File: src/rtl/fqs_pkg.sv
// ----------------------------------------------------------------------------
// fqs_pkg
// shared sizes, codes and types of the queue with peek and search
// ----------------------------------------------------------------------------
package fqs_pkg;

  localparam int unsigned DEPTH      = 16;
  localparam int unsigned DATA_WIDTH = 32;
  localparam int unsigned IDX_W      = $clog2(DEPTH);
  localparam int unsigned CNT_W      = $clog2(DEPTH + 1);

  // beat field widths
  localparam int unsigned OP_W     = 2;
  localparam int unsigned VALUE_W  = 32;
  localparam int unsigned POS_W    = 4;
  localparam int unsigned DOUT_W   = 32;
  localparam int unsigned FPOS_W   = 4;
  localparam int unsigned STATUS_W = 2;
  localparam int unsigned COUNT_W  = 5;

  localparam int unsigned S_TDATA_W = 40;
  localparam int unsigned M_TDATA_W = 48;

  typedef enum logic [OP_W-1:0] {
    OP_ENQUEUE = 2'd0,
    OP_DEQUEUE = 2'd1,
    OP_PEEK    = 2'd2,
    OP_SEARCH  = 2'd3
  } op_e;

  typedef enum logic [STATUS_W-1:0] {
    ST_OK   = 2'd0,
    ST_MISS = 2'd1,
    ST_FULL = 2'd2
  } status_e;

  // controls broadcast to every cell
  typedef struct packed {
    logic                  shift;
    logic [CNT_W-1:0]      load_idx;
    logic                  load;
    logic [DATA_WIDTH-1:0] value;
  } cell_ctrl_t;

endpackage

File: src/rtl/fqs_cell.sv
// ----------------------------------------------------------------------------
// fqs_cell
// one queue slot: loads a new word, takes its neighbour's word on dequeue,
// and compares its word against the search key
// ----------------------------------------------------------------------------
module fqs_cell (
  input  logic                           clk_i,
  input  logic [fqs_pkg::CNT_W-1:0]      index_i,
  input  fqs_pkg::cell_ctrl_t            ctrl_i,
  input  logic [fqs_pkg::DATA_WIDTH-1:0] neighbour_i,
  output logic [fqs_pkg::DATA_WIDTH-1:0] data_o,
  output logic                           match_o
);
  import fqs_pkg::*;

  logic [DATA_WIDTH-1:0] data_q, data_d;

  always_comb begin
    data_d = data_q;
    if (ctrl_i.shift) begin
      data_d = neighbour_i;
    end else if (ctrl_i.load && (ctrl_i.load_idx == index_i)) begin
      data_d = ctrl_i.value;
    end
  end

  // payload only, no reset
  always_ff @(posedge clk_i) begin
    data_q <= data_d;
  end

  assign data_o  = data_q;
  assign match_o = (data_q == ctrl_i.value);

endmodule

File: src/rtl/fqs_prio_enc.sv
// ----------------------------------------------------------------------------
// fqs_prio_enc
// front-most set bit of the qualified match vector
// ----------------------------------------------------------------------------
module fqs_prio_enc (
  input  logic [fqs_pkg::DEPTH-1:0] match_i,
  output logic                      hit_o,
  output logic [fqs_pkg::IDX_W-1:0] idx_o
);
  import fqs_pkg::*;

  always_comb begin
    idx_o = '0;
    for (int i = DEPTH - 1; i >= 0; i--) begin
      if (match_i[i]) begin
        idx_o = IDX_W'(i);
      end
    end
  end

  assign hit_o = |match_i;

endmodule

File: src/rtl/fifo_queue_with_search_core.sv
// ----------------------------------------------------------------------------
// fifo_queue_with_search_core
// bounded first-in first-out queue with peek and search, built as a row of
// cells with the front entry always in cell zero
// ----------------------------------------------------------------------------
// usage
//   s_axis carries one operation per beat: tuser is the operation (enqueue,
//   dequeue, peek, search), tdata holds the word and the peek position.
//   m_axis returns exactly one result beat per operation: the word removed
//   or peeked, the search position, a status and the count afterwards.
// throughput
//   one operation per cycle unless the output stalls; the registered result
//   appears in the cycle after the beat is taken. peek mux, parallel compare
//   in every cell and priority encoder all settle in the cycle it is taken.
// cell row
//   enqueue writes the cell at the current count, dequeue makes every cell
//   take its neighbour's word so the front stays in cell zero.
// reset
//   count and the output valid clear; cell contents stay undefined and are
//   never read before being written.
// stall
//   while m_axis_tready is low a held result blocks s_axis_tready, so no
//   result is lost; a new beat is taken in the same cycle the old leaves.
// ----------------------------------------------------------------------------
module fifo_queue_with_search_core (
  input  logic                            clk_i,
  input  logic                            rst_ni,
  // value [31:0], position [35:32], zero pad [39:36]
  input  logic [fqs_pkg::S_TDATA_W-1:0]   s_axis_tdata,
  // operation [1:0]
  input  logic [fqs_pkg::OP_W-1:0]        s_axis_tuser,
  input  logic                            s_axis_tvalid,
  output logic                            s_axis_tready,
  // data_out [31:0], found_position [35:32], status [37:36], count [42:38],
  // zero pad [47:43]
  output logic [fqs_pkg::M_TDATA_W-1:0]   m_axis_tdata,
  output logic                            m_axis_tvalid,
  input  logic                            m_axis_tready
);
  import fqs_pkg::*;

  localparam int unsigned CMP_W = (CNT_W > POS_W) ? CNT_W : POS_W;

  // input beat unpacking
  op_e                   op;
  logic [VALUE_W-1:0]    value;
  logic [POS_W-1:0]      position;
  logic [DATA_WIDTH-1:0] key;
  logic                  s_fire;

  assign op       = op_e'(s_axis_tuser);
  assign value    = s_axis_tdata[VALUE_W-1:0];
  assign position = s_axis_tdata[VALUE_W+POS_W-1:VALUE_W];
  assign key      = DATA_WIDTH'(value);
  assign s_fire   = s_axis_tvalid && s_axis_tready;

  // queue state
  logic [CNT_W-1:0] count_q, count_d;
  logic             full, empty;

  assign full  = (count_q == CNT_W'(DEPTH));
  assign empty = (count_q == '0);

  // cell row
  cell_ctrl_t            ctrl;
  logic [DATA_WIDTH-1:0] cell_data [DEPTH];
  logic [DEPTH-1:0]      cell_match;
  logic [DEPTH-1:0]      held_match;

  assign ctrl.shift    = s_fire && (op == OP_DEQUEUE) && !empty;
  assign ctrl.load     = s_fire && (op == OP_ENQUEUE) && !full;
  assign ctrl.load_idx = count_q;
  assign ctrl.value    = key;

  for (genvar g = 0; g < DEPTH; g++) begin : g_cell
    logic [DATA_WIDTH-1:0] neighbour;
    if (g == DEPTH - 1) begin : g_last
      assign neighbour = cell_data[g];
    end else begin : g_mid
      assign neighbour = cell_data[g+1];
    end

    fqs_cell u_cell (
      .clk_i       (clk_i),
      .index_i     (CNT_W'(g)),
      .ctrl_i      (ctrl),
      .neighbour_i (neighbour),
      .data_o      (cell_data[g]),
      .match_o     (cell_match[g])
    );

    // only cells below the count hold live entries
    assign held_match[g] = cell_match[g] && (CNT_W'(g) < count_q);
  end

  // search
  logic             hit;
  logic [IDX_W-1:0] hit_idx;

  fqs_prio_enc u_enc (
    .match_i (held_match),
    .hit_o   (hit),
    .idx_o   (hit_idx)
  );

  // peek mux
  logic [CMP_W-1:0]      pos_ext, cnt_ext;
  logic [DATA_WIDTH-1:0] peek_data;

  assign pos_ext = CMP_W'(position);
  assign cnt_ext = CMP_W'(count_q);

  always_comb begin
    peek_data = '0;
    for (int i = 0; i < DEPTH; i++) begin
      if (pos_ext == CMP_W'(i)) begin
        peek_data = cell_data[i];
      end
    end
  end

  // result of the current beat
  logic [DATA_WIDTH-1:0] res_data;
  logic [FPOS_W-1:0]     res_fpos;
  status_e               res_status;

  always_comb begin
    res_data   = '0;
    res_fpos   = '0;
    res_status = ST_OK;
    count_d    = count_q;
    case (op)
      OP_ENQUEUE: begin
        if (full) begin
          res_status = ST_FULL;
        end else begin
          count_d = count_q + CNT_W'(1);
        end
      end
      OP_DEQUEUE: begin
        if (empty) begin
          res_status = ST_MISS;
        end else begin
          res_data = cell_data[0];
          count_d  = count_q - CNT_W'(1);
        end
      end
      OP_PEEK: begin
        if (pos_ext >= cnt_ext) begin
          res_status = ST_MISS;
        end else begin
          res_data = peek_data;
        end
      end
      OP_SEARCH: begin
        if (hit) begin
          res_fpos = FPOS_W'(hit_idx);
        end else begin
          res_status = ST_MISS;
        end
      end
      default: begin
        res_status = ST_MISS;
      end
    endcase
  end

  // output register
  logic                 out_valid_q;
  logic [M_TDATA_W-1:0] out_data_q;

  assign s_axis_tready = !out_valid_q || m_axis_tready;

  always_ff @(posedge clk_i or negedge rst_ni) begin
    if (!rst_ni) begin
      count_q     <= '0;
      out_valid_q <= 1'b0;
    end else begin
      if (s_fire) begin
        count_q     <= count_d;
        out_valid_q <= 1'b1;
      end else if (m_axis_tready) begin
        out_valid_q <= 1'b0;
      end
    end
  end

  always_ff @(posedge clk_i) begin
    if (s_fire) begin
      out_data_q <= {5'b0, COUNT_W'(count_d), res_status, res_fpos, DOUT_W'(res_data)};
    end
  end

  assign m_axis_tdata  = out_data_q;
  assign m_axis_tvalid = out_valid_q;

  // checks
  a_count_bound : assert property (@(posedge clk_i) disable iff (!rst_ni)
    count_q <= CNT_W'(DEPTH))
    else $error("entry count beyond depth");

  a_enq_grows : assert property (@(posedge clk_i) disable iff (!rst_ni)
    s_fire && (op == OP_ENQUEUE) && !full |=> count_q == $past(count_q) + CNT_W'(1))
    else $error("accepted enqueue did not grow the count");

  a_deq_shrinks : assert property (@(posedge clk_i) disable iff (!rst_ni)
    s_fire && (op == OP_DEQUEUE) && !empty |=> count_q == $past(count_q) - CNT_W'(1))
    else $error("accepted dequeue did not shrink the count");

  a_full_count : assert property (@(posedge clk_i) disable iff (!rst_ni)
    m_axis_tvalid && (m_axis_tdata[37:36] == ST_FULL) |->
      m_axis_tdata[42:38] == COUNT_W'(DEPTH))
    else $error("full status with a count below depth");

endmodule

File: config.mk
export PLATFORM = sky130hd
export DESIGN_NAME = fifo_queue_with_search_core
export DESIGN_NICKNAME = d
export VERILOG_FILES = /design/src/rtl/fqs_pkg.sv /design/src/rtl/fqs_cell.sv /design/src/rtl/fqs_prio_enc.sv /design/src/rtl/fifo_queue_with_search_core.sv
export SDC_FILE = /design/constraint.sdc
export NUM_CORES = 1
export LEC_CHECK = 0
export ABC_AREA = 1
export BUFFER_PORTS_ARGS = -buffer_cell sky130_fd_sc_hd__buf_2
export CAP_MARGIN = 25
export CORE_MARGIN = 8
export CORE_UTILIZATION = 30
export DETAILED_ROUTE_END_ITERATION = 6
export PLACE_DENSITY_LB_ADDON = 0.12
export SLEW_MARGIN = 20
export SYNTH_ARGS = -nofsm -noshare
export SYNTH_HDL_FRONTEND = slang
export SYNTH_HIERARCHICAL = 1
export SYNTH_SLANG_ARGS = --single-unit
File: constraint.sdc
create_clock -name clk_i -period 3.2 [get_ports clk_i]
set_input_delay 0.64 -clock clk_i [delete_from_list [all_inputs] [get_ports clk_i]]
set_output_delay 0.64 -clock clk_i [all_outputs]
set_load 0.05 [all_outputs]
* Word-level counts from Yosys, hierarchy flattened
Index checks and enable logic that the tools add are counted.
Operators by class: shift-type cells 0, muxes and demuxes 74, equality and inequality tests 50, $add $sub $neg 2, reduce and logical (&&, ||, !) cells 66, div/mod/pow operators 0, bitwise logic cells 3, magnitude comparators 17, multipliers 0
Operators by type and width (count):
- 32-bit 2-to-1 mux | 48
- 32-bit equality test | 16
- 32-bit case mux with 2 select lines | 1
- 5-bit by 4-bit equality test with 1-bit output (second input constant) | 8
- 4-bit by 5-bit < comparator with 1-bit output (first input constant) | 8
- 1-bit logical AND | 37
- 4-bit equality test (second input constant) | 8
- 4-bit 2-to-1 mux | 8
- 2-bit nonzero test | 16
- 5-bit by 3-bit equality test with 1-bit output (second input constant) | 4
- 3-bit by 5-bit < comparator with 1-bit output (first input constant) | 4
- 4-bit by 3-bit equality test with 1-bit output (second input constant) | 4
- 16-bit OR reduction | 1
- 3-bit 2-to-1 mux | 4
- 5-bit by 2-bit equality test with 1-bit output (second input constant) | 2
- 5-bit logical NOT | 2
- 1-bit by 5-bit < comparator with 1-bit output (first input constant) | 2
- 2-bit by 5-bit < comparator with 1-bit output (first input constant) | 2
- 5-bit 2-to-1 mux | 2
- 5-bit case mux with 2 select lines | 1
- 10-bit OR reduction | 1
- 4-bit by 2-bit equality test with 1-bit output (second input constant) | 2
- 2-bit case mux with 4 select lines | 1
- 1-bit 2-to-1 mux | 6
- 17 further kinds | 24
Storage, ports and cells: output and inout port bits 50, input bits 46, RAM bits 0, logic and storage cells 235, bits in read-only memories 0, latch bits 0, memories 0, flip-flop bits (word level) 561

* Longest topological paths before layout
word-level depth 19, depth in mapped cells 26, gate-level depth less buffers 26

* Modules after synthesis
The synthesis kept the hierarchy.
By module, submodules not included:
- fqs_cell | sequential area each 960.9 um2, instances 16, area each 2033.2 um2, cells an instance 295
- fifo_queue_with_search_core | sequential area each 1441.4 um2, instances 1, area each 7010.5 um2, cells an instance 1321
- fqs_prio_enc | sequential area each 0.0 um2, instances 1, area each 209.0 um2, cells an instance 49

* Worst setup path after synthesis
Ideal clock, no wire load.
kind reg-to-reg, start register count_q[0], in the netlist cnt_ext[0], end register g_cell[0].u_cell.data_q[0] (enable), period minus slack after synthesis 3.522 ns, required time 2.811 ns, path slack -0.322 ns, arrival 3.132 ns, path buffers 0, cell stages (with the launch flop) 12, cell sequence dfrtp_1 -> inv_1 -> ha_1 -> nand2_1 -> nor2_1 -> inv_1 -> nor2_1 -> inv_1 -> nand2_1 -> nor2_1 -> nand4_1 -> nand2_1
RTL lines:
- start, declared | RTL line fifo_queue_with_search_core.sv:58 | logic [CNT_W-1:0] count_q, count_d;
- start signal, assigned | RTL line fifo_queue_with_search_core.sv:180 | count_q <= count_d;
- end signal, assigned | RTL line fqs_cell.sv:29 | data_q <= data_d;
- end, declared | RTL line fqs_cell.sv:16 | logic [DATA_WIDTH-1:0] data_q, data_d;

* Worst setup path in the final report
start register g_cell[13].u_cell.data_q[22], end register out_data_q[32], in the netlist m_axis_tdata[32], data pin
On the way: cells in the longest elaborated chain, start to end 15, elaborated cells between the ends (all ways) 18
Ends and longest elaborated chain:
- start, declared | RTL line fqs_cell.sv:16
- start signal, assigned | RTL line fqs_cell.sv:29
- 32-bit equality test (*) | RTL line fqs_cell.sv:33 | assign match_o = (data_q == ctrl_i.value);
- named net cell_match[13] | RTL line fifo_queue_with_search_core.sv:67 | logic [DEPTH-1:0] cell_match;
- 1-bit logical AND (*) | RTL line fifo_queue_with_search_core.sv:93 | assign held_match[g] = cell_match[g] && (CNT_W'(g) < count_q);
- named net held_match[13] | RTL line fifo_queue_with_search_core.sv:68 | logic [DEPTH-1:0] held_match;
- 4-bit 2-to-1 mux (6 in series) | RTL line fqs_prio_enc.sv:15 | if (match_i[i]) begin
- 3-bit 2-to-1 mux (4 in series) | RTL line fqs_prio_enc.sv:15
- 2-bit 2-to-1 mux (2 in series) | RTL line fqs_prio_enc.sv:15
- 1-bit 2-to-1 mux | RTL line fqs_prio_enc.sv:15
- end signal, assigned | RTL line fifo_queue_with_search_core.sv:190 | out_data_q <= {5'b0, COUNT_W'(count_d), res_status, res_fpos, DOUT_W'(res_data)};
- end, declared | RTL line fifo_queue_with_search_core.sv:170 | logic [M_TDATA_W-1:0] out_data_q;
The timed path passes the listed nets; every way through them passes the cells marked *. A chain may end at the register's enable or synchronous reset.

==> flow_metrics.env <==
export IMPL_timing_final_ws_setup_ns=0.228
export IMPL_yosysTopAreaCell="edfxtp_1"
export IMPL_grt_pass1_wl_um=239000
export IMPL_cts_max_level=3
export IMPL_outcome="finished, final reports clean"
export IMPL_ys_seq_area_frac=0.423
export IMPL_min_from="m_axis_tready"
export IMPL_grt_pass1_vias=36000
export IMPL_worst_setup_path_end_kind="flop"
export IMPL_grt_use_met2=0.367
export IMPL_synth_top_area_frac=0.419
export IMPL_max_slew_worst_pin_slew_ns=0.835
export IMPL_dieWidth_um=380
export IMPL_final_antenna_net_count=0
export IMPL_cts_tree="done"
export IMPL_grt_use_met3=0.0329
export IMPL_post_drt_via_cell_ratio=4.55
export IMPL_post_drt_wl_per_cell_um=19.5
export IMPL_core_area_um2=131000
export IMPL_vias=38200
export IMPL_drt_total_wl_um=164000
export IMPL_slew_violations=0
export IMPL_cts_reportedPaths_clkPinSlew_ns=0.06
export IMPL_rows=133
export IMPL_nNetsFinal=6654
export IMPL_ir_drop_mv=0.500
export IMPL_setup_tns_ns=0
export IMPL_use_met1=0.294
export IMPL_skew_ns=0.0167
export IMPL_port_buffers=86
export IMPL_cp_max_fo=4
export IMPL_hpwl_um=123000
export IMPL_utilization=0.370
export IMPL_worstHoldEndpoint="m_axis_tvalid"
export IMPL_final_min_clock_period_ns=2.97
export IMPL_root_buffer="clkbuf_16"
export IMPL_gr_total_overflow=0
export IMPL_yosysWarnings=6
export IMPL_rr_endpoint="m_axis_tdata[32]"
export IMPL_synth_common_cells="nand2_1 (2695), inv_1 (1085), nor2_1 (587), edfxtp_1 (555), o21ai_0 (431)"
export IMPL_fmax_ghz=0.336
export IMPL_syn_area_um2=39800
export IMPL_grt_use_total=0.220
export IMPL_start_kind="flop"
export IMPL_async_reset_ff_frac=0.0107
export IMPL_busiest_layer="met2"
export IMPL_numCtsBuffers=75
export IMPL_cts_sinks=561
export IMPL_synth_distinct_cells=38
export IMPL_clk_path_buf_depth=3
export IMPL_setup_viol=0
export IMPL_clk_latency_ns=0.67
export IMPL_synth_area_per_cell_um2=6.53
export IMPL_synth_edf_count=555
export IMPL_hold_path_depth=4
export IMPL_r2r_cells=26
export IMPL_p_per_area_nw_per_um2=478
export IMPL_die_y_um=380
export IMPL_crit_type="flop to flop"
export IMPL_gp_congestion=0.881
export IMPL_maxCapViolCount=0
export IMPL_drtIter0Drc=3116
export IMPL_finalHoldViolations=0
export IMPL_post_place_ws_ns=-0.632
export IMPL_timing_final_crit_share=0.929
export IMPL_start_util=0.302
export IMPL_synth_top_flop_cell="edfxtp_1"
export IMPL_final_fill_count=14200
export IMPL_worstPathArrival_ns=3.50
export IMPL_syn_inst=6090
export IMPL_hp_class="primary input to flop"
export IMPL_antenna_found_initial=23
export IMPL_yosysMostFrequentCell="nand2_1"
export IMPL_io_pins=96
export IMPL_drive_above_1_share=0.105
export IMPL_drt_pass1_iterations=5
export IMPL_slew_headroom=0.442
export IMPL_p_leak_nw=23.9
export IMPL_yosys_register_bits=561
export IMPL_multiInputGateArea_um2=18400
export IMPL_final_seq_area_um2=16800
export IMPL_crit_required_ns=3.73
export IMPL_die_area_um2=144000
export IMPL_drcViolationCount=0
export IMPL_rsz0062_at_grt="no"
export IMPL_grt_max_degree=84
export IMPL_ff2ff_setup_slack_ns=0.23
export IMPL_area_delta_synth_final_pct=22.4
export IMPL_reg2reg_from="g_cell[13].u_cell/data_o[22]"
export IMPL_synthTopCellsByArea="edfxtp_1 (42%), nand2_1 (25%), inv_1 (10%)"
## area by class of cell
cell class | count | area share
flip-flops and latches | 561 | 0.346
well taps | 1755 | 0.0451
diodes | 7 | 0.000360
clock inverters | 31 | 0.00424
multi-input cells | 4329 | 0.378
inverters | 1106 | 0.0854
clock buffers | 101 | 0.0436
repair buffers | 523 | 0.0974
## placed cells by master, fill, tap and decap left out, types with 4 or more instances in the layout
cell type / n
or2_2: 23
buf_4: 354
a21oi_1: 91
clkbuf_16: 81
or2_0: 20
nand3_1: 65
buf_12: 82
inv_1: 1084
o21ai_1: 51
diode_2: 7
nor2_4: 10
ha_1: 12
nand2_1: 2679
clkinv_1: 22
inv_2: 18
nand2_2: 17
o21ai_0: 431
conb_1: 85
edfxtp_1: 555
nor2_2: 9
clkbuf_1: 18
or2_1: 9
clkinv_2: 9
xor2_1: 113
dfrtp_1: 4
buf_2: 86
xnor2_1: 16
nand4_1: 104
nor2_1: 576
## kinds of logic (layout without fill, tap and decap cells)
logic type / after synthesis / count (layout) / synth area share
fa+ha+maj: 12 / 12 / 0.00378
xor+xnor: 129 / 129 / 0.0284
simple gates: 3521 / 3521 / 0.346
buf+inv: 1283 / 1761 / 0.125
other cells: 2 / 92 / 0.000189
compound gates: 582 / 582 / 0.0740
flops: 561 / 561 / 0.423
## worst max-delay path, cell delays in order (launching register included)
cell	delay [ns]
edfxtp_1	0.44
nand2_1	0.10
nand2_1	0.06
nor2_1	0.11
nand2_1	0.14
nor2_1	0.23
nand2_1	0.21
nor2_1	0.23
buf_4	0.15
nand2_1	0.04
a21oi_1	0.16
inv_1	0.07
nand2_1	0.07
nand2_1	0.04
nand2_1	0.05
nand2_1	0.05
nand2_1	0.06
nand2_1	0.05
nand2_1	0.05
nand2_1	0.05
nand2_1	0.05
nand2_1	0.05
nand2_1	0.06
nand2_1	0.06
a21oi_2	0.10
inv_1	0.05
nor2_1	0.09
## per-stage QoR
stage | area [um2] | total power [mW] | cells | hold WS (ns)
after floorplan | 40100 | 12.6 | 6173 | 0.344
after global placement | 46300 | 15.0 | 8273 | 0.492
after detailed placement | 46300 | 15.1 | 8273 | 0.491
after CTS | 48600 | 23.5 | 8406 | 0.204
after global routing | 48600 | 24.4 | 8407 | 0.266
final | 48700 | 23.3 | 8413 | 0.257
## per-layer routing
metal	up-vias	routed length (um)	share of wire
met2	932	75600	0.46
met3	205	8550	0.052
met4	10	5390	0.033
met5	-	57	0.00035
li1	19500	-	-
met1	17600	74700	0.45
## power breakdown
| group | internal [mW] | switching, mW | total (mW) |
|---|---|---|---|
| logic | 1.75 | 3.75 | 5.50 |
| registers | 8.90 | 0.501 | 9.40 |
| clock network | 4.85 | 3.51 | 8.36 |
| total | 15.5 | 7.76 | 23.3 |
## registers in the layout (all words and copies together), names as in the netlist
register	count
g_cell.u_cell/data_o	512
m_axis_tdata	43
cnt_ext	5
m_axis_tvalid	1
## worst max path at each step
| stage | from | to | slack (ns) | depth (start not counted) |
|---|---|---|---|---|
| floorplan | m_axis_tready | m_axis_tdata[0] | 0.10 | 5 |
| global placement | s_axis_tdata[22] | m_axis_tdata[32] | -0.64 | 25 |
| detailed placement | s_axis_tdata[22] | m_axis_tdata[32] | -0.63 | 25 |
| CTS | g_cell[12].u_cell/data_o[28] | m_axis_tdata[33] | 0.03 | 18 |
| global route | g_cell[12].u_cell/data_o[16] | m_axis_tdata[33] | 0.02 | 19 |
| finish | g_cell[13].u_cell/data_o[22] | m_axis_tdata[32] | 0.23 | 26 |
## timing repair
item | in CTS | in global routing
pin swaps | 0 | 0
hold endpoints to repair | 6 | 0
resized for setup | 1 | 6
buffers inserted | 0 | 0
hold buffers | 1 | 0
endpoints found under the setup margin | 2 | 4
Note: power is estimated with default switching activity, not from simulation.
